**config.mk**
```make
export PLATFORM = sky130hd
export DESIGN_NAME = vgp_div
export DESIGN_NICKNAME = d
export VERILOG_FILES = /design/src/rtl/core/vgp_pkg.sv /design/src/rtl/core/vgp_div.sv
export SDC_FILE = /design/constraint.sdc
export NUM_CORES = 2
export LEC_CHECK = 0
export BUFFER_PORTS_ARGS = -buffer_cell sky130_fd_sc_hd__buf_2
export CORE_UTILIZATION = 60
export CTS_CLUSTER_SIZE = 8
export DETAILED_ROUTE_END_ITERATION = 6
export PLACE_DENSITY_LB_ADDON = 0.3
export SETUP_SLACK_MARGIN = 0.02
export SLEW_MARGIN = 20
export SYNTH_ARGS = -nofsm -noshare
export SYNTH_HDL_FRONTEND = slang
export SYNTH_SLANG_ARGS = --single-unit
```
**constraint.sdc**
```tcl
create_clock -name clk -period 30.4 [get_ports clk]
set_input_delay 7.6 -clock clk [delete_from_list [all_inputs] [get_ports clk]]
set_output_delay 7.6 -clock clk [all_outputs]
set_load 0.05 [all_outputs]
```
**src/rtl/core/vgp_pkg.sv**
```systemverilog
// Shared types and constants for the voxel gradient parameter block.
// No dependencies; the front end, divider, root and top-level modules refer to it by scoped names.
`default_nettype none

package vgp_pkg;

  // Fixed field widths
  localparam int COORD_W    = 14;
  localparam int SIZE_W     = 15;
  localparam int MODE_W     = 4;
  localparam int CFG_ADDR_W = 2;
  localparam int CFG_DATA_W = 15;
  localparam int IN_TW      = 48;

  // Register indexes
  localparam logic [CFG_ADDR_W-1:0] CFG_SIZE_X = 2'd0;
  localparam logic [CFG_ADDR_W-1:0] CFG_SIZE_Y = 2'd1;
  localparam logic [CFG_ADDR_W-1:0] CFG_SIZE_Z = 2'd2;
  localparam logic [CFG_ADDR_W-1:0] CFG_MODE   = 2'd3;

  // Gradient modes
  localparam logic [MODE_W-1:0] MODE_CONST  = 4'd0;
  localparam logic [MODE_W-1:0] MODE_POS_X  = 4'd1;
  localparam logic [MODE_W-1:0] MODE_POS_Y  = 4'd2;
  localparam logic [MODE_W-1:0] MODE_POS_Z  = 4'd3;
  localparam logic [MODE_W-1:0] MODE_NEG_X  = 4'd4;
  localparam logic [MODE_W-1:0] MODE_NEG_Y  = 4'd5;
  localparam logic [MODE_W-1:0] MODE_NEG_Z  = 4'd6;
  localparam logic [MODE_W-1:0] MODE_CENTER = 4'd7;

  // How the final stage forms the result
  typedef enum logic [1:0] {
    KIND_ZERO,
    KIND_ONE,
    KIND_AXIS,
    KIND_CENTER
  } kind_t;

  // Side information that rides along the pipeline
  typedef struct packed {
    kind_t kind;
    logic  clamped;
    logic  eq;
  } side_t;

endpackage

`default_nettype wire

```
**src/rtl/core/vgp_div.sv**
```systemverilog
// Pipelined restoring divider: QB fraction bits of num/den, num < den.
// Four quotient bits per stage. Depends on vgp_pkg.
`default_nettype none

module vgp_div #(
  parameter int W  = 32,
  parameter int QB = 34
) (
  input  wire             clk,
  input  wire             rst_n,
  input  wire             in_valid,
  output logic            in_ready,
  input  wire [W-1:0]     in_num,
  input  wire [W-1:0]     in_den,
  input  vgp_pkg::side_t  in_side,
  output logic            out_valid,
  input  wire             out_ready,
  output logic [QB-1:0]   out_quo,
  output vgp_pkg::side_t  out_side
);

  localparam int SPS = 4;
  localparam int NS  = (QB + SPS - 1) / SPS;

  logic [NS-1:0]   v_r;
  logic [NS:0]     chain;
  logic [W-1:0]    rem_r  [NS];
  logic [W-1:0]    den_r  [NS];
  logic [QB-1:0]   quo_r  [NS];
  vgp_pkg::side_t  side_r [NS];
  logic [W-1:0]    rem_nxt [NS];
  logic [QB-1:0]   quo_nxt [NS];
  logic [W-1:0]    src_rem [NS];
  logic [W-1:0]    src_den [NS];
  logic [QB-1:0]   src_quo [NS];
  vgp_pkg::side_t  src_side [NS];

  // Back-pressure chain
  always_comb begin
    chain[NS] = out_ready;
    for (int k = NS - 1; k >= 0; k--) begin
      chain[k] = !v_r[k] | chain[k+1];
    end
  end
  assign in_ready  = chain[0];
  assign out_valid = v_r[NS-1];

  genvar g;
  generate
    for (g = 0; g < NS; g++) begin : g_stage
      if (g == 0) begin : g_first
        assign src_rem[g]  = in_num;
        assign src_den[g]  = in_den;
        assign src_quo[g]  = '0;
        assign src_side[g] = in_side;
      end else begin : g_rest
        assign src_rem[g]  = rem_r[g-1];
        assign src_den[g]  = den_r[g-1];
        assign src_quo[g]  = quo_r[g-1];
        assign src_side[g] = side_r[g-1];
      end

      // Shift, compare and subtract, one quotient bit a step
      always_comb begin
        logic [W-1:0]  r;
        logic [QB-1:0] q;
        logic [W:0]    sh;
        r = src_rem[g];
        q = src_quo[g];
        for (int j = 0; j < SPS; j++) begin
          if (g * SPS + j < QB) begin
            sh = {r, 1'b0};
            if (sh >= {1'b0, src_den[g]}) begin
              r = W'(sh - {1'b0, src_den[g]});
              q = {q[QB-2:0], 1'b1};
            end else begin
              r = sh[W-1:0];
              q = {q[QB-2:0], 1'b0};
            end
          end
        end
        rem_nxt[g] = r;
        quo_nxt[g] = q;
      end

      always_ff @(posedge clk) begin
        if (chain[g]) begin
          rem_r[g]  <= rem_nxt[g];
          den_r[g]  <= src_den[g];
          quo_r[g]  <= quo_nxt[g];
          side_r[g] <= src_side[g];
        end
      end
    end
  endgenerate

  // Valid bits advance with the data
  always_ff @(posedge clk) begin
    if (!rst_n) begin
      v_r <= '0;
    end else begin
      for (int k = 0; k < NS; k++) begin
        if (chain[k]) v_r[k] <= (k == 0) ? in_valid : v_r[(k == 0) ? 0 : k - 1];
      end
    end
  end

  assign out_quo  = quo_r[NS-1];
  assign out_side = side_r[NS-1];

endmodule

`default_nettype wire

```
==> out/metrics.cfg <==
[yosys]
async_flop_share=0
muxShareOfSynthArea=0.0897
avgSynthCellArea_um2=8.88
synth-simple-area-share=0.138
synthXorXnorAreaFrac=0.0887
synth_edf_count=726
netlist.area_leader.share=0.252
syn_inst=9736
yosysSeqAreaShare=0.254
ys_top_cells_by_area=edfxtp_1, ha_1, mux2_2
ys_warn_count=0
ys.flop_type=edfxtp_1
yosysUniqueCellTypes=106
synth-compound-area-share=0.236
synth_top_cell_by_area=edfxtp_1
syn-num-nets=10900
ys_ff_latch=735
synth_fa_ha_area_frac=0.156
synth_area_mm2=0.0864
synth_top_family_by_area=compound AO/OA/AOI/OAI gates

[floorplan]
die_x_um=382
design.die.area_mm2=0.146
io_pins=112
start_util=0.607
die_h_um=382
core_region_area_mm2=0.142
core.rowCount=138

[timing]
post-route-min-period_ns=22.66
min_period_over_period=0.745
slew_headroom=0.228
slew_violations=0
finalSetupTns_ns=0
fin_ws_ns=7.74
fmax_ghz=0.0441
whs_ns=0.393
worstMarginPinSlew_ns=1.13
rsz0062_at_grt=false
skew_ns=0.0574
hold_violations=0
setup_viol=0

[setup_path]
path_delay_family=compound AO/OA/AOI/OAI gates
reg2reg_to=rem_r[0][216]
rr_startpoint=den_r[0][162]
cp.arrival_ns=23.13
worstSetupPathType=input port to flop
cp_num_buf_inv=7
start_kind=input port
crit_top_cell=a21o_1
crit_fanout=47
slowest_stage=o31ai_4
reg2reg_depth=55
r2r_slack_ns=12.70
max_stage_delay_ns=0.69
end_kind=flop
worstPathRequired_ns=30.88

[hold_path]
hold_end=side_r[0][24]
hold_start=side_r[0][20]
hold_class=flop to flop
min_path_cells=0

[cells_and_area]
nFillCells=12000
final_net_count=10900
drive_above_1_share=0.105
syn2layout_area_growth_pct=6.36
final_core_util=0.646

[clocking]
clk_path_buf_depth=3
cts_hold_buf=0
clock-root-buffer=clkbuf_16
cts_buffers=105
cts-resized-gates=0
clkLatencyLatePin_ns=0.75
h-tree-depth=3
clock_sinks=735
cts_tree=done
clk_pin_slew_worst_paths_ns=0.05
post_cts_buffers=0

[routing]
via_count=78000
drt_iter0_markers=8028
dr.pass1.iters=6
routed_via_density=6.65
routedWlPerCell_um=23.9
drc=0
totalWireLength_um=280000
final_antenna_net_count=0

[global_routing]
grt_max_degree=80
antenna_found_initial=14
grt_overflow=0
grt_pass1_wl_um=424000
track_usage=0.370
first_global_vias=73500

[job]
maxCapViolCount=0

[outcome]
status=complete, no violations

[place]
gp_congestion=1.06
placement.io_buffers=111
hpwl_um=223000
dp_slack_ns=7.46

## layout by cell type, fill, tap and decap left out, types with 22 or more instances in the layout
cell type  count
ha_1        1063
o21ai_0      528
o211ai_1      63
nand3_1      192
a21o_1       542
a211o_1       27
o21bai_1     160
nand2b_1     139
buf_2        111
and2_1        73
a211oi_1      65
o31ai_1       52
a31oi_1       81
nor2b_1      137
buf_4         45
o21a_1       155
nand2_1      528
nor2_1       631
nor4_1        50
xor2_1       274
and4_1        23
o221ai_1      35
and3_1       103
or3_1         73
a31o_2        22
a2111oi_0     22
mux2_2       611
inv_1        619
or2_2         40
a21oi_1      977
mux2i_1       81
clkbuf_16    106
a221o_1       70
nand4_1      159
a21boi_0      53
edfxtp_1     726
xnor2_1      601
a221oi_1      25
nor3_1       157
## stage by stage
step,std cells,instance area [um2]
CTS,11700,91900
global route,11700,91900
floorplan,9736,86400
finish,11700,91900
detailed placement,11600,89000
global placement,11600,89000
## state kept, by name, summed over array words and instances (netlist names)
register,flops
rem_r,256
side_r,36
den_r,256
quo_r,178
v_r,9
## worst max-delay path by stage
| stage | depth (start not counted) | to | slack, ns | start |
|---|---|---|---|---|
| after global placement | 53 | rem_r[0][2] | 7.51 | in_den[1] |
| final | 53 | rem_r[0][2] | 7.74 | in_den[1] |
| after detailed placement | 53 | rem_r[0][2] | 7.46 | in_den[1] |
| after CTS | 53 | rem_r[0][2] | 8.16 | in_den[1] |
| after floorplan | 59 | rem_r[0][8] | 11.09 | in_den[1] |
| after global routing | 53 | rem_r[0][2] | 7.05 | in_den[1] |
## final cells by class
class | count | area (um2) | area share
Sequential cell | 735 | 22000 | 0.239
Multi-Input combinational cell | 8171 | 61400 | 0.668
Tap cell | 1890 | 2360 | 0.0257
Timing Repair Buffer | 156 | 893 | 0.00972
Inverter | 632 | 2380 | 0.0259
Clock inverter | 12 | 158 | 0.00171
Antenna cell | 3 | 7.51 | 0.0000817
Clock buffer | 127 | 2740 | 0.0298
## cell families after synthesis
group / Yosys count
muxes: 698
adders and majority gates: 1072
AOI/OAI and AO/OA: 3126
buffers and inverters: 830
xor gates and xnor gates: 875
DFF: 735
and+or+nand+nor: 2400
## cells in the mapped netlist, types with 159 or more instances
cell      count
a21o_1      543
a21oi_1     979
edfxtp_1    726
ha_1       1063
inv_1       624
mux2_2      611
nand2_1     531
nand3_1     193
nand4_1     159
nor2_1      631
o21ai_0     528
o21bai_1    160
xnor2_1     601
xor2_1      274
## routing by layer
metal,up-vias,part of all wire,global-route usage
met5,-,0.00015,0
li1,36700,-,-
met2,3527,0.44,0.590
met4,6,0.061,0.203
met1,37000,0.41,0.489
met3,736,0.082,0.0459
Power is not shown: default switching activity piles up to over one toggle a cycle in this logic, so the estimate is an artifact.
