==> config.mk <==
export PLATFORM = sky130hd
export DESIGN_NAME = vgp_sqrt
export DESIGN_NICKNAME = d
export VERILOG_FILES = /design/src/rtl/core/vgp_pkg.sv /design/src/rtl/core/vgp_sqrt.sv
export SDC_FILE = /design/constraint.sdc
export NUM_CORES = 1
export LEC_CHECK = 0
export BUFFER_PORTS_ARGS = -buffer_cell sky130_fd_sc_hd__buf_2
export CAP_MARGIN = 20
export CORE_MARGIN = 5
export CORE_UTILIZATION = 58
export CTS_CLUSTER_SIZE = 20
export DETAILED_ROUTE_END_ITERATION = 6
export PLACE_DENSITY = 0.78
export SLEW_MARGIN = 20
export SYNTH_ARGS = -nofsm -noshare
export SYNTH_HDL_FRONTEND = slang
export SYNTH_SLANG_ARGS = --single-unit
==> constraint.sdc <==
create_clock -name clk -period 10.45 [get_ports clk]
set_input_delay 2.09 -clock clk [delete_from_list [all_inputs] [get_ports clk]]
set_output_delay 2.09 -clock clk [all_outputs]
set_load 0.05 [all_outputs]
==> src/rtl/core/vgp_pkg.sv <==
// Shared types and constants for the voxel gradient parameter block.
// No dependencies; the front end, divider, root and top-level modules refer to it by scoped names.
`default_nettype none

package vgp_pkg;

  // Fixed field widths
  localparam int COORD_W    = 14;
  localparam int SIZE_W     = 15;
  localparam int MODE_W     = 4;
  localparam int CFG_ADDR_W = 2;
  localparam int CFG_DATA_W = 15;
  localparam int IN_TW      = 48;

  // Register indexes
  localparam logic [CFG_ADDR_W-1:0] CFG_SIZE_X = 2'd0;
  localparam logic [CFG_ADDR_W-1:0] CFG_SIZE_Y = 2'd1;
  localparam logic [CFG_ADDR_W-1:0] CFG_SIZE_Z = 2'd2;
  localparam logic [CFG_ADDR_W-1:0] CFG_MODE   = 2'd3;

  // Gradient modes
  localparam logic [MODE_W-1:0] MODE_CONST  = 4'd0;
  localparam logic [MODE_W-1:0] MODE_POS_X  = 4'd1;
  localparam logic [MODE_W-1:0] MODE_POS_Y  = 4'd2;
  localparam logic [MODE_W-1:0] MODE_POS_Z  = 4'd3;
  localparam logic [MODE_W-1:0] MODE_NEG_X  = 4'd4;
  localparam logic [MODE_W-1:0] MODE_NEG_Y  = 4'd5;
  localparam logic [MODE_W-1:0] MODE_NEG_Z  = 4'd6;
  localparam logic [MODE_W-1:0] MODE_CENTER = 4'd7;

  // How the final stage forms the result
  typedef enum logic [1:0] {
    KIND_ZERO,
    KIND_ONE,
    KIND_AXIS,
    KIND_CENTER
  } kind_t;

  // Side information that rides along the pipeline
  typedef struct packed {
    kind_t kind;
    logic  clamped;
    logic  eq;
  } side_t;

endpackage

`default_nettype wire

==> src/rtl/core/vgp_sqrt.sv <==
// Pipelined integer square root of the divider quotient, four result bits
// per stage; carries the axis quotient alongside. Depends on vgp_pkg.
`default_nettype none

module vgp_sqrt #(
  parameter int QB = 34,
  parameter int F  = 16
) (
  input  wire             clk,
  input  wire             rst_n,
  input  wire             in_valid,
  output logic            in_ready,
  input  wire [QB-1:0]    in_quo,
  input  vgp_pkg::side_t  in_side,
  output logic            out_valid,
  input  wire             out_ready,
  output logic [F+1:0]    out_root,
  output logic [F+1:0]    out_axq,
  output vgp_pkg::side_t  out_side
);

  localparam int VW  = QB + 1;
  localparam int RW  = QB + 2;
  localparam int NST = F + 2;
  localparam int SPS = 4;
  localparam int NS  = (NST + SPS - 1) / SPS;

  logic [NS-1:0]   v_r;
  logic [NS:0]     chain;
  logic [VW-1:0]   val_r  [NS];
  logic [RW-1:0]   res_r  [NS];
  logic [F+1:0]    axq_r  [NS];
  vgp_pkg::side_t  side_r [NS];
  logic [VW-1:0]   val_nxt [NS];
  logic [RW-1:0]   res_nxt [NS];
  logic [VW-1:0]   src_val [NS];
  logic [RW-1:0]   src_res [NS];
  logic [F+1:0]    src_axq [NS];
  vgp_pkg::side_t  src_side [NS];
  logic [VW-1:0]   val0;
  logic [F+1:0]    axq0;

  // Exact ratio stands for a quotient of one
  assign val0 = in_side.eq ? (VW'(1) << QB) : VW'(in_quo);
  assign axq0 = in_side.eq ? ((F+2)'(1) << (F + 1)) : (F+2)'(in_quo[QB-1 -: F+1]);

  always_comb begin
    chain[NS] = out_ready;
    for (int k = NS - 1; k >= 0; k--) begin
      chain[k] = !v_r[k] | chain[k+1];
    end
  end
  assign in_ready  = chain[0];
  assign out_valid = v_r[NS-1];

  genvar g;
  generate
    for (g = 0; g < NS; g++) begin : g_stage
      if (g == 0) begin : g_first
        assign src_val[g]  = val0;
        assign src_res[g]  = '0;
        assign src_axq[g]  = axq0;
        assign src_side[g] = in_side;
      end else begin : g_rest
        assign src_val[g]  = val_r[g-1];
        assign src_res[g]  = res_r[g-1];
        assign src_axq[g]  = axq_r[g-1];
        assign src_side[g] = side_r[g-1];
      end

      // Digit-by-digit root, trial bit falling by a factor of four a step
      always_comb begin
        logic [VW-1:0] v;
        logic [RW-1:0] r;
        logic [RW-1:0] bitc;
        logic [RW-1:0] trial;
        int            idx;
        v = src_val[g];
        r = src_res[g];
        for (int j = 0; j < SPS; j++) begin
          idx = g * SPS + j;
          if (idx < NST) begin
            bitc  = RW'(1) << (2 * (NST - 1 - idx));
            trial = r + bitc;
            if (RW'(v) >= trial) begin
              v = v - VW'(trial);
              r = (r >> 1) + bitc;
            end else begin
              r = r >> 1;
            end
          end
        end
        val_nxt[g] = v;
        res_nxt[g] = r;
      end

      always_ff @(posedge clk) begin
        if (chain[g]) begin
          val_r[g]  <= val_nxt[g];
          res_r[g]  <= res_nxt[g];
          axq_r[g]  <= src_axq[g];
          side_r[g] <= src_side[g];
        end
      end
    end
  endgenerate

  always_ff @(posedge clk) begin
    if (!rst_n) begin
      v_r <= '0;
    end else begin
      for (int k = 0; k < NS; k++) begin
        if (chain[k]) v_r[k] <= (k == 0) ? in_valid : v_r[(k == 0) ? 0 : k - 1];
      end
    end
  end

  assign out_root = res_r[NS-1][F+1:0];
  assign out_axq  = axq_r[NS-1];
  assign out_side = side_r[NS-1];

endmodule

`default_nettype wire

==> flow_summary.rst <==
.. list-table::
   :header-rows: 1

   * - Metric
     - Value
   * - Post-synth net total
     - 2748
   * - Synth Area in XOR/XNOR
     - 7.17%
   * - Number of failing setup endpoints in the final timing report
     - 0
   * - EDFF count, synth
     - 303
   * - Leading cell types in the layout, fill and taps excluded
     - 303 x edfxtp_1, 201 x nand2_1, 201 x nor2_1
   * - Height of the die
     - 212 um
   * - Final hold slack
     - 409 ps
   * - H-tree levels
     - 1
   * - Max incr delay on CP
     - 460 ps
   * - Proportion of synthesized area in mux cells
     - 1.94%
   * - Flop and latch count out of synthesis
     - 308
   * - CP Data Arrival Time
     - 10320 ps
   * - Maximum number of pins on one net before global-route repair
     - 62
   * - Simple-gate share of the synthesized area
     - 19.1%
   * - Run status
     - finished, final reports clean
   * - Global-route usage over all layers
     - 28.6%
   * - Drt total wl
     - 65300 um
   * - Filler cells
     - 3306
   * - Crit path launch type
     - flip-flop
   * - Total area of multi-input combinational cells
     - 13800 um2
   * - Starting DRT DRC Count
     - 1723
   * - Worst path buffer plus inverter count
     - 6
   * - Post-detailed-route count of antenna-violating nets
     - 0
   * - Starting density of the core
     - 58.4%
   * - Antenna violations before repair
     - 2
   * - Maximum achievable frequency
     - 100 MHz
   * - Share of layout cells above drive strength 1
     - 14.4%
   * - Tmin final
     - 9990 ps
   * - Number of rows created at floorplan
     - 74
   * - Final weighted congestion of routability-driven global placement
     - 1.01
   * - Final Worst Setup Slack
     - 462 ps
   * - Synthesized instance count
     - 2511
   * - Reported max-cap violation count
     - 0
   * - Data required time at the worst endpoint
     - 10780 ps
   * - Count of endpoints failing hold in the final timing report
     - 0
   * - Total CTS buffers
     - 31
   * - Post-Syn Area
     - 23800 um2
   * - DRC violations left
     - 0
   * - Number of max-slew violations in the final report
     - 0
   * - Vias in the first global route
     - 19744
   * - Portion of the post-synthesis area used by sequential elements
     - 38.7%
   * - Detailed-router iteration count before antenna repair
     - 6
   * - Via density per instance
     - 6.24
   * - Largest family of logic cells by synthesized area
     - simple AND/OR/NAND/NOR gates
   * - Root buffer selected by CTS
     - clkbuf_16
   * - Layout overhead on the synthesized area
     - 11.5%
   * - Clock Latency Late Sink
     - 590 ps
   * - Worst relative slew slack
     - 37.8%
   * - Buffer levels on the longest clock path
     - 3
   * - Critical setup path kind
     - reg -> reg
   * - Total via count in the routed design
     - 19940
   * - Worst hold-check path type
     - reg -> reg
   * - TritonCTS clock tree
     - done
   * - Most frequent cell on the critical path
     - buf_4
   * - Number of distinct standard cells referenced by the synthesized netlist
     - 113
   * - Worst-Margin Slew
     - 921 ps
   * - Die extent in x
     - 212 um
   * - Most frequent standard cell in the layout excluding fill and tap cells
     - edfxtp_1
   * - First-pass GRT wire length
     - 104000 um
   * - IO Count
     - 84
   * - Top Family by Delay on Critical Path
     - simple AND/OR/NAND/NOR gates
   * - Fin crit share
     - 95.6%
   * - Floorplan Core Area
     - 40700 um2
   * - Number of hold buffers added after CTS
     - 0
   * - Overflow after GRT
     - 0
   * - Ys flop type
     - edfxtp_1
   * - Critical-path top delay cell
     - a221o_2
   * - Average size of a mapped cell
     - 9.47 um2
   * - Post-placement worst setup slack
     - -629 ps
   * - Die area
     - 45100 um2
   * - Post-layout utilization of the core
     - 65.0%
   * - Clock sink total
     - 308
   * - Buffers on Ports
     - 83
   * - Layout Nets
     - 2875
   * - Setup crit end kind
     - flip-flop
   * - Area used by sequential logic in the layout
     - 9200 um2
   * - Compound-cell area share of the yosys netlist
     - 18.5%
   * - Worst-path fanout max
     - 18
   * - HPWL after DPL
     - 51500 um
   * - Clock slew at reported path FFs
     - 70 ps
   * - Per-cell routed wire length
     - 20.4 um
   * - Yosys warning count
     - 0
   * - Clock skew after layout
     - 22.4 ps
   * - Post-synth ARST share
     - 0%
   * - Area share of fa/ha/maj cells after synthesis
     - 10.3%
sequential cells by signal, indices dropped and copies added, names as in the netlist:
| name | flops |
|---|---|
| val_r | 140 |
| axq_r | 85 |
| v_r | 5 |
| side_r | 20 |
| res_r | 58 |
worst reg2reg max path: cells and delay by family (launching register included):
kind            cells  cell delay (ps)
compound gates      8             1870
fa+ha+maj           4             1480
xor+xnor            2              280
buf+inv             6             1030
flops               1              380
simple gates       18             3940
mux                 2              760
cell families (layout without fill, tap and decap cells):
logic type,after synthesis,count (layout)
adders and majority gates,195,195
xor gates and xnor gates,193,193
other,0,3
buffers and inverters,239,391
AOI/OAI and AO/OA,668,668
muxes,42,42
and+or+nand+nor,866,866
DFF,308,308
per-stage QoR:
| stage | cells | cell area, um2 | TNS (ps) |
|---|---|---|---|
| CTS | 3178 | 26200 | 0 |
| finish | 3198 | 26500 | 0 |
| global placement | 3120 | 25100 | -10620 |
| detailed placement | 3120 | 25100 | -11540 |
| global route | 3197 | 26500 | -102 |
| floorplan | 2511 | 23800 | 0 |
routing by layer:
layer	global-route usage, %	routed length [um]	part of all wire [%]
met1	37.6	27500	42
met2	49.8	31900	49
met3	2.58	3450	5.3
met4	9.58	2530	3.9
met5	0	0	0
Yosys cell counts (all sizes together) (9+ instances only):
master | count | area share (%)
or3 | 21 | 0.55
nand2b | 25 | 0.66
mux2i | 19 | 0.85
and3 | 24 | 0.63
o211a | 12 | 0.51
inv | 151 | 2.4
buf | 48 | 1.3
o21bai | 17 | 0.54
a31oi | 24 | 0.66
nor3 | 63 | 1.4
nor2 | 205 | 3.3
a211oi | 21 | 0.72
a31o | 9 | 0.33
nand4 | 52 | 1.4
xor2 | 62 | 2.3
o211ai | 25 | 0.87
o21ai | 140 | 3.0
a21o | 63 | 2.0
a21boi | 17 | 0.58
mux2 | 23 | 1.1
and4 | 12 | 0.45
clkbuf | 39 | 0.62
edfxtp | 303 | 38
nor3b | 13 | 0.43
nor2b | 62 | 1.6
nor4 | 42 | 1.3
o31ai | 29 | 0.99
o21a | 37 | 1.2
or2 | 23 | 0.61
and2 | 11 | 0.29
a21oi | 205 | 4.3
nand2 | 206 | 3.3
nand3 | 61 | 1.3
xnor2 | 131 | 4.9
ha | 195 | 10
nor4b | 12 | 0.66
layout make-up:
class / instances / area share, %
inverter: 152 / 2.20
antenna: 3 / 0.0283
sequential: 308 / 34.7
multi-input combinational: 1964 / 52.1
timing repair buffer: 181 / 4.45
clock inverter: 25 / 1.07
clock buffer: 33 / 2.96
tap: 532 / 2.51
what timing repair did:
action | CTS | global route
buffers inserted | 0 | 17
resized for setup | 11 | 51
pin swaps | 0 | 15
setup endpoints to repair | 32 | 56
final timing paths:
| kind | start | end | slack [ps] | depth (start not counted) |
|---|---|---|---|---|
| max | res_r[0][84] | val_r[0][130] | 460 | 40 |
| min | axq_r[0][58] | axq_r[0][76] | 410 | 0 |
| max reg2reg | res_r[0][84] | val_r[0][130] | 460 | 40 |
| min reg2reg | axq_r[0][58] | axq_r[0][76] | 410 | 0 |
Power is not shown: default switching activity piles up to over one toggle a cycle in this logic, so the estimate is an artifact.
