$ cat config.mk
export PLATFORM = sky130hd
export DESIGN_NAME = vgp_front
export DESIGN_NICKNAME = d
export VERILOG_FILES = /design/src/rtl/core/vgp_pkg.sv /design/src/rtl/core/vgp_front.sv
export SDC_FILE = /design/constraint.sdc
export NUM_CORES = 2
export LEC_CHECK = 0
export BUFFER_PORTS_ARGS = -buffer_cell sky130_fd_sc_hd__buf_2
export CAP_MARGIN = 20
export CORE_ASPECT_RATIO = 1.5
export CORE_MARGIN = 5
export CORE_UTILIZATION = 60
export DETAILED_ROUTE_END_ITERATION = 10
export HOLD_SLACK_MARGIN = 0.06
export PLACE_DENSITY = 0.8
export SLEW_MARGIN = 20
export SYNTH_ARGS = -nofsm -noshare
export SYNTH_HDL_FRONTEND = slang
export SYNTH_SLANG_ARGS = --single-unit
export TNS_END_PERCENT = 1
$ cat constraint.sdc
create_clock -name clk -period 5.85 [get_ports clk]
set_clock_uncertainty 0.2 [all_clocks]
set_input_delay 0.8775 -clock clk [delete_from_list [all_inputs] [get_ports clk]]
set_output_delay 0.8775 -clock clk [all_outputs]
set_load 0.1 [all_outputs]
$ cat src/rtl/core/vgp_pkg.sv
// Shared types and constants for the voxel gradient parameter block.
// No dependencies; the front end, divider, root and top-level modules refer to it by scoped names.
`default_nettype none

package vgp_pkg;

  // Fixed field widths
  localparam int COORD_W    = 14;
  localparam int SIZE_W     = 15;
  localparam int MODE_W     = 4;
  localparam int CFG_ADDR_W = 2;
  localparam int CFG_DATA_W = 15;
  localparam int IN_TW      = 48;

  // Register indexes
  localparam logic [CFG_ADDR_W-1:0] CFG_SIZE_X = 2'd0;
  localparam logic [CFG_ADDR_W-1:0] CFG_SIZE_Y = 2'd1;
  localparam logic [CFG_ADDR_W-1:0] CFG_SIZE_Z = 2'd2;
  localparam logic [CFG_ADDR_W-1:0] CFG_MODE   = 2'd3;

  // Gradient modes
  localparam logic [MODE_W-1:0] MODE_CONST  = 4'd0;
  localparam logic [MODE_W-1:0] MODE_POS_X  = 4'd1;
  localparam logic [MODE_W-1:0] MODE_POS_Y  = 4'd2;
  localparam logic [MODE_W-1:0] MODE_POS_Z  = 4'd3;
  localparam logic [MODE_W-1:0] MODE_NEG_X  = 4'd4;
  localparam logic [MODE_W-1:0] MODE_NEG_Y  = 4'd5;
  localparam logic [MODE_W-1:0] MODE_NEG_Z  = 4'd6;
  localparam logic [MODE_W-1:0] MODE_CENTER = 4'd7;

  // How the final stage forms the result
  typedef enum logic [1:0] {
    KIND_ZERO,
    KIND_ONE,
    KIND_AXIS,
    KIND_CENTER
  } kind_t;

  // Side information that rides along the pipeline
  typedef struct packed {
    kind_t kind;
    logic  clamped;
    logic  eq;
  } side_t;

endpackage

`default_nettype wire

$ cat src/rtl/core/vgp_front.sv
// Front end: axis distances, squares, sums and mode decode in three stages.
// Depends on vgp_pkg.
`default_nettype none

module vgp_front #(
  parameter int SW = 15,
  parameter int DW = 15,
  parameter int AW = 32
) (
  input  wire                          clk,
  input  wire                          rst_n,
  input  wire                          in_valid,
  output logic                         in_ready,
  input  wire [vgp_pkg::COORD_W-1:0]   in_coord_x,
  input  wire [vgp_pkg::COORD_W-1:0]   in_coord_y,
  input  wire [vgp_pkg::COORD_W-1:0]   in_coord_z,
  input  wire [SW-1:0]                 size_x,
  input  wire [SW-1:0]                 size_y,
  input  wire [SW-1:0]                 size_z,
  input  wire [vgp_pkg::MODE_W-1:0]    mode,
  output logic                         out_valid,
  input  wire                          out_ready,
  output logic [AW-1:0]                out_num,
  output logic [AW-1:0]                out_den,
  output vgp_pkg::side_t               out_side
);

  localparam int SQW = 2 * DW;
  localparam int SSW = 2 * SW;

  logic [2:0] v_r;
  logic [3:0] chain;

  // Stage 1 registers
  logic [DW-1:0]                d1_r [3];
  logic [SW-1:0]                s1_r [3];
  logic [vgp_pkg::COORD_W-1:0]  axc1_r;
  logic [SW-1:0]                axs1_r;
  logic                         pos1_r;
  logic [vgp_pkg::MODE_W-1:0]   mode1_r;

  // Stage 2 registers
  logic [SQW-1:0]               da2_r [3];
  logic [SSW-1:0]               sb2_r [3];
  logic                         gt2_r;
  logic [DW-1:0]                num2_r;
  logic [SW-1:0]                den2_r;
  logic [vgp_pkg::MODE_W-1:0]   mode2_r;

  // Stage 3 registers
  logic [AW-1:0]                num3_r;
  logic [AW-1:0]                den3_r;
  vgp_pkg::side_t               side3_r;

  logic [DW-1:0]                d1_nxt [3];
  logic [vgp_pkg::COORD_W-1:0]  axc1_nxt;
  logic [SW-1:0]                axs1_nxt;
  logic                         pos1_nxt;
  logic [SQW-1:0]               da2_nxt [3];
  logic [SSW-1:0]               sb2_nxt [3];
  logic                         gt2_nxt;
  logic [DW-1:0]                num2_nxt;
  logic [AW-1:0]                num3_nxt;
  logic [AW-1:0]                den3_nxt;
  vgp_pkg::side_t               side3_nxt;
  logic [AW-1:0]                sum_a;
  logic [AW-1:0]                sum_b;

  logic [vgp_pkg::COORD_W-1:0]  cin [3];
  logic [SW-1:0]                sin [3];

  assign cin[0] = in_coord_x;
  assign cin[1] = in_coord_y;
  assign cin[2] = in_coord_z;
  assign sin[0] = size_x;
  assign sin[1] = size_y;
  assign sin[2] = size_z;

  // Back-pressure: a stage loads when empty or when the next one moves
  always_comb begin
    chain[3] = out_ready;
    for (int k = 2; k >= 0; k--) begin
      chain[k] = !v_r[k] | chain[k+1];
    end
  end
  assign in_ready  = chain[0];
  assign out_valid = v_r[2];

  // Stage 1: distance of twice the coordinate from the size, axis pick
  always_comb begin
    logic [DW:0] t;
    logic [DW:0] se;
    for (int i = 0; i < 3; i++) begin
      t  = (DW+1)'({cin[i], 1'b0});
      se = (DW+1)'(sin[i]);
      d1_nxt[i] = (t >= se) ? DW'(t - se) : DW'(se - t);
    end
    unique case (mode)
      vgp_pkg::MODE_POS_X, vgp_pkg::MODE_NEG_X: begin
        axc1_nxt = in_coord_x;
        axs1_nxt = size_x;
      end
      vgp_pkg::MODE_POS_Y, vgp_pkg::MODE_NEG_Y: begin
        axc1_nxt = in_coord_y;
        axs1_nxt = size_y;
      end
      default: begin
        axc1_nxt = in_coord_z;
        axs1_nxt = size_z;
      end
    endcase
    pos1_nxt = (mode == vgp_pkg::MODE_POS_X) || (mode == vgp_pkg::MODE_POS_Y) ||
               (mode == vgp_pkg::MODE_POS_Z);
  end

  // Stage 2: squares, axis overrun check and numerator
  always_comb begin
    for (int i = 0; i < 3; i++) begin
      da2_nxt[i] = SQW'(d1_r[i]) * SQW'(d1_r[i]);
      sb2_nxt[i] = SSW'(s1_r[i]) * SSW'(s1_r[i]);
    end
    gt2_nxt  = DW'(axc1_r) > DW'(axs1_r);
    num2_nxt = pos1_r ? (DW'(axs1_r) - DW'(axc1_r)) : DW'(axc1_r);
  end

  // Stage 3: sums, compare and divider operands
  always_comb begin
    sum_a = AW'(da2_r[0]) + AW'(da2_r[1]) + AW'(da2_r[2]);
    sum_b = AW'(sb2_r[0]) + AW'(sb2_r[1]) + AW'(sb2_r[2]);
    num3_nxt          = AW'(num2_r);
    den3_nxt          = AW'(den2_r);
    side3_nxt.kind    = vgp_pkg::KIND_ZERO;
    side3_nxt.clamped = 1'b0;
    side3_nxt.eq      = AW'(num2_r) == AW'(den2_r);
    unique case (mode2_r)
      vgp_pkg::MODE_CONST: begin
        side3_nxt.kind = vgp_pkg::KIND_ONE;
      end
      vgp_pkg::MODE_POS_X, vgp_pkg::MODE_POS_Y, vgp_pkg::MODE_POS_Z: begin
        side3_nxt.kind    = gt2_r ? vgp_pkg::KIND_ZERO : vgp_pkg::KIND_AXIS;
        side3_nxt.clamped = gt2_r;
      end
      vgp_pkg::MODE_NEG_X, vgp_pkg::MODE_NEG_Y, vgp_pkg::MODE_NEG_Z: begin
        side3_nxt.kind    = gt2_r ? vgp_pkg::KIND_ONE : vgp_pkg::KIND_AXIS;
        side3_nxt.clamped = gt2_r;
      end
      vgp_pkg::MODE_CENTER: begin
        num3_nxt          = sum_a;
        den3_nxt          = sum_b;
        side3_nxt.eq      = sum_a == sum_b;
        side3_nxt.kind    = (sum_a > sum_b) ? vgp_pkg::KIND_ZERO : vgp_pkg::KIND_CENTER;
        side3_nxt.clamped = sum_a > sum_b;
      end
      default: begin
        side3_nxt.kind = vgp_pkg::KIND_ZERO;
      end
    endcase
  end

  // Valid bits
  always_ff @(posedge clk) begin
    if (!rst_n) begin
      v_r <= '0;
    end else begin
      if (chain[0]) v_r[0] <= in_valid;
      if (chain[1]) v_r[1] <= v_r[0];
      if (chain[2]) v_r[2] <= v_r[1];
    end
  end

  // Payload
  always_ff @(posedge clk) begin
    if (chain[0]) begin
      d1_r    <= d1_nxt;
      s1_r    <= sin;
      axc1_r  <= axc1_nxt;
      axs1_r  <= axs1_nxt;
      pos1_r  <= pos1_nxt;
      mode1_r <= mode;
    end
    if (chain[1]) begin
      da2_r   <= da2_nxt;
      sb2_r   <= sb2_nxt;
      gt2_r   <= gt2_nxt;
      num2_r  <= num2_nxt;
      den2_r  <= axs1_r;
      mode2_r <= mode1_r;
    end
    if (chain[2]) begin
      num3_r  <= num3_nxt;
      den3_r  <= den3_nxt;
      side3_r <= side3_nxt;
    end
  end

  assign out_num  = num3_r;
  assign out_den  = den3_r;
  assign out_side = side3_r;

endmodule

`default_nettype wire

==> out/metrics.yaml <==
vias: 48600
wl_um: 179000
place_congestion: 1.01
drc: 0
worstPathArrival_ps: 6190
ys_seq_area_share_pct: 19.6
rows: 143
min_period_ps: 6070
async_reset_ff_share_pct: 0
setup_violations: 54
required_ps: 5970
hold_depth: 0
cts_max_path_buffers: 3
grt_pass1_wl_um: 279000
maxCapViolCount: 0
overflow: 0
cts.sinks: 398
grt_pass1_vias: 53000
fin_ws_ps: -217
grt_antenna_before_repair: 10
numCtsBuffers: 43
netlist_instances: 6312
relSlewSlack_pct: 30.3
cp_max_fo: 8
synth_cell_types: 95
maxSlewViolCount: 0
start_util_pct: 60.3
hpwlAfterDp_um: 149000
clk_pin_slew_ps: 70
hp-class: "register to register"
max_freq_mhz: 165
synth_area_leaders: "fa_1 29%, edfxtp_1 19%, ha_1 15%"
track_usage_pct: 32.8
violations: "negative setup slack"
critical_path_class: "register to register"
worstSkewPairLatency_ps: 620
dr.pass1.iters: 7
die-area_mm2: 0.108
tritoncts: "done"
hold_viol_final: 0
rrSetupSlack_ps: -220
syn_area_mm2: 0.0610
crit_path_end_kind: "register"
cp-start-kind: "register"
synth_edf_count: 395
routedWlPerCell_um: 21.3
synth-seq-cells: 398
grt_max_degree: 82
syn_avg_cell_area_um2: 9.66
io_pins: 165
min_from: "mode1_r[0]$_DFFE_PP_"
io_buffer_count: 164
cts_root_buffer: "clkbuf_16"
dieHeight_um: 400
area_growth_pct: 17.1
rsz0062_at_grt: "yes"
nets: 8790
status: "finished, violations left"
die_w_um: 270
postRouteAntennaNets: 0
preCtsSetupSlack_ps: -390
htree_levels: 2
synth.top_cell.area_share_pct: 29.1
yosysWarningCount: 0
vias_per_cell: 5.76
synth_top_flop_cell: "edfxtp_1"
synth_area_leader_cell: "fa_1"
cts_hold_buf: 0
drt_iter0_markers: 3426
period_share_pct: 104
ff2ff_path_depth: 21
r2r-start: "d1_r[30]$_DFFE_PP_"
worst_pin_slew_ps: 1050
layout-drive-gt1-share_pct: 18.3
holdPathEnd: "mode2_r[0]$_DFFE_PP_"
coreArea_mm2: 0.101
reg2reg_to: "da2_r[83]$_DFFE_PP_"
==> state kept, by name, indices dropped and copies added, names as in the netlist <==
name and count:
gt2_r 1, den2_r 15, num2_r 15, axs1_r 15, da2_r 87, mode2_r 4
pos1_r 1, d1_r 45, s1_r 42, out_den 32, v_r 3, out_num 32
sb2_r 84, mode1_r 4, axc1_r 14, out_side 4
==> layout make-up <==
type / instances / area [um2]
multi-input cells: 4358 / 44700
fillers: 7073 / 29700
flip-flops and latches: 398 / 11900
repair buffers: 895 / 6500
inverters: 1384 / 5200
well taps: 1305 / 1630
clock buffers: 46 / 1090
clock inverters: 34 / 343
diodes: 9 / 22.5
==> synth_stat cells, drive strengths merged (23+ instances only) <==
cell type / n
nand2b: 28
nand4: 36
nor2b: 64
a21oi: 275
a31oi: 31
edfxtp: 395
xnor2: 186
a211oi: 32
nand2: 634
inv: 1383
a21o: 120
nor2: 204
o21ai: 193
mux2i: 33
o211ai: 23
xor2: 109
o21bai: 40
clkbuf: 154
ha: 728
and2: 244
nor3: 33
a22oi: 35
nand3: 64
fa: 887
o21a: 47
and3: 32
==> how the worst max path moves through the flow <==
| stage | start | slack, ps | end |
|---|---|---|---|
| 5_1_grt | d1_r[41]$_DFFE_PP_ | -420 | da2_r[83]$_DFFE_PP_ |
| 6_report | d1_r[30]$_DFFE_PP_ | -220 | da2_r[83]$_DFFE_PP_ |
| 2_1_floorplan | v_r[2]$_SDFFE_PN0P_ | -690 | da2_r[0]$_DFFE_PP_ |
| 3_3_place_gp | d1_r[0]$_DFFE_PP_ | -420 | sb2_r[20]$_DFFE_PP_ |
| 4_1_cts | d1_r[0]$_DFFE_PP_ | -110 | da2_r[21]$_DFFE_PP_ |
| 3_5_place_dp | d1_r[0]$_DFFE_PP_ | -390 | sb2_r[20]$_DFFE_PP_ |
==> cells by family after synthesis <==
group	after synthesis	share of synthesized area (%)
compound gates	971	10.4
xor+xnor	295	4.24
fa+ha+maj	1615	44.1
buf+inv	1559	9.74
flops	398	19.6
mux	50	0.856
other cells	2	0.0123
simple gates	1422	11.1
==> per-layer routing <==
| metal | track usage, % | vias up | wire [um] |
|---|---|---|---|
| met5 | 0 | - | 37 |
| li1 | - | 21900 | - |
| met1 | 34.9 | 24000 | 59400 |
| met2 | 57.8 | 1976 | 89800 |
| met3 | 5.66 | 741 | 12100 |
| met4 | 25.2 | 6 | 18100 |
==> layout by cell type (no fill, tap or decap), types with 60 or more instances in the layout <==
cell	count
inv_1	1361
fa_1	865
buf_4	686
ha_1	685
nand2_1	621
edfxtp_1	395
a21oi_1	230
and2_1	226
nor2_1	191
xnor2_1	184
buf_2	165
o21ai_0	141
a21o_1	119
xor2_1	107
nor2b_1	62
nand3_1	60
==> stage by stage <==
| step | setup TNS, ps | cells | cell area, um2 | hold WS (ps) | util [%] |
|---|---|---|---|---|---|
| 2_1_floorplan | -146140 | 6315 | 61000 | 200 | - |
| 3_3_place_gp | -10980 | 8273 | 67700 | 202 | 67.0 |
| 3_5_place_dp | -16280 | 8273 | 67700 | 212 | 67.0 |
| 4_1_cts | -2440 | 8413 | 70900 | 248 | 70.1 |
| 5_1_grt | -18670 | 8420 | 71300 | 247 | 70.6 |
| 6_report | -4590 | 8429 | 71400 | 248 | 70.6 |
==> repair_timing <==
item	in CTS	in global routing
buffers inserted	62	7
gates resized for setup	277	99
pin swaps	184	61
endpoints found under the setup margin	81	100
==> worst max-delay path, stage by stage, from the launching register on <==
cell and delay [ps]:
edfxtp_1 400, buf_6 170, and2_1 170, fa_1 500, inv_1 60, fa_1 530
inv_1 50, fa_1 470, fa_2 480, fa_1 480, inv_1 50, fa_1 490
inv_1 80, ha_4 280, nand4_1 150, nor2_2 180, o311ai_2 120, buf_4 170
and4b_1 190, o31ai_2 250, a21oi_1 120, xnor2_1 170
Power is not shown: default switching activity piles up to over one toggle a cycle in this logic, so the estimate is an artifact.
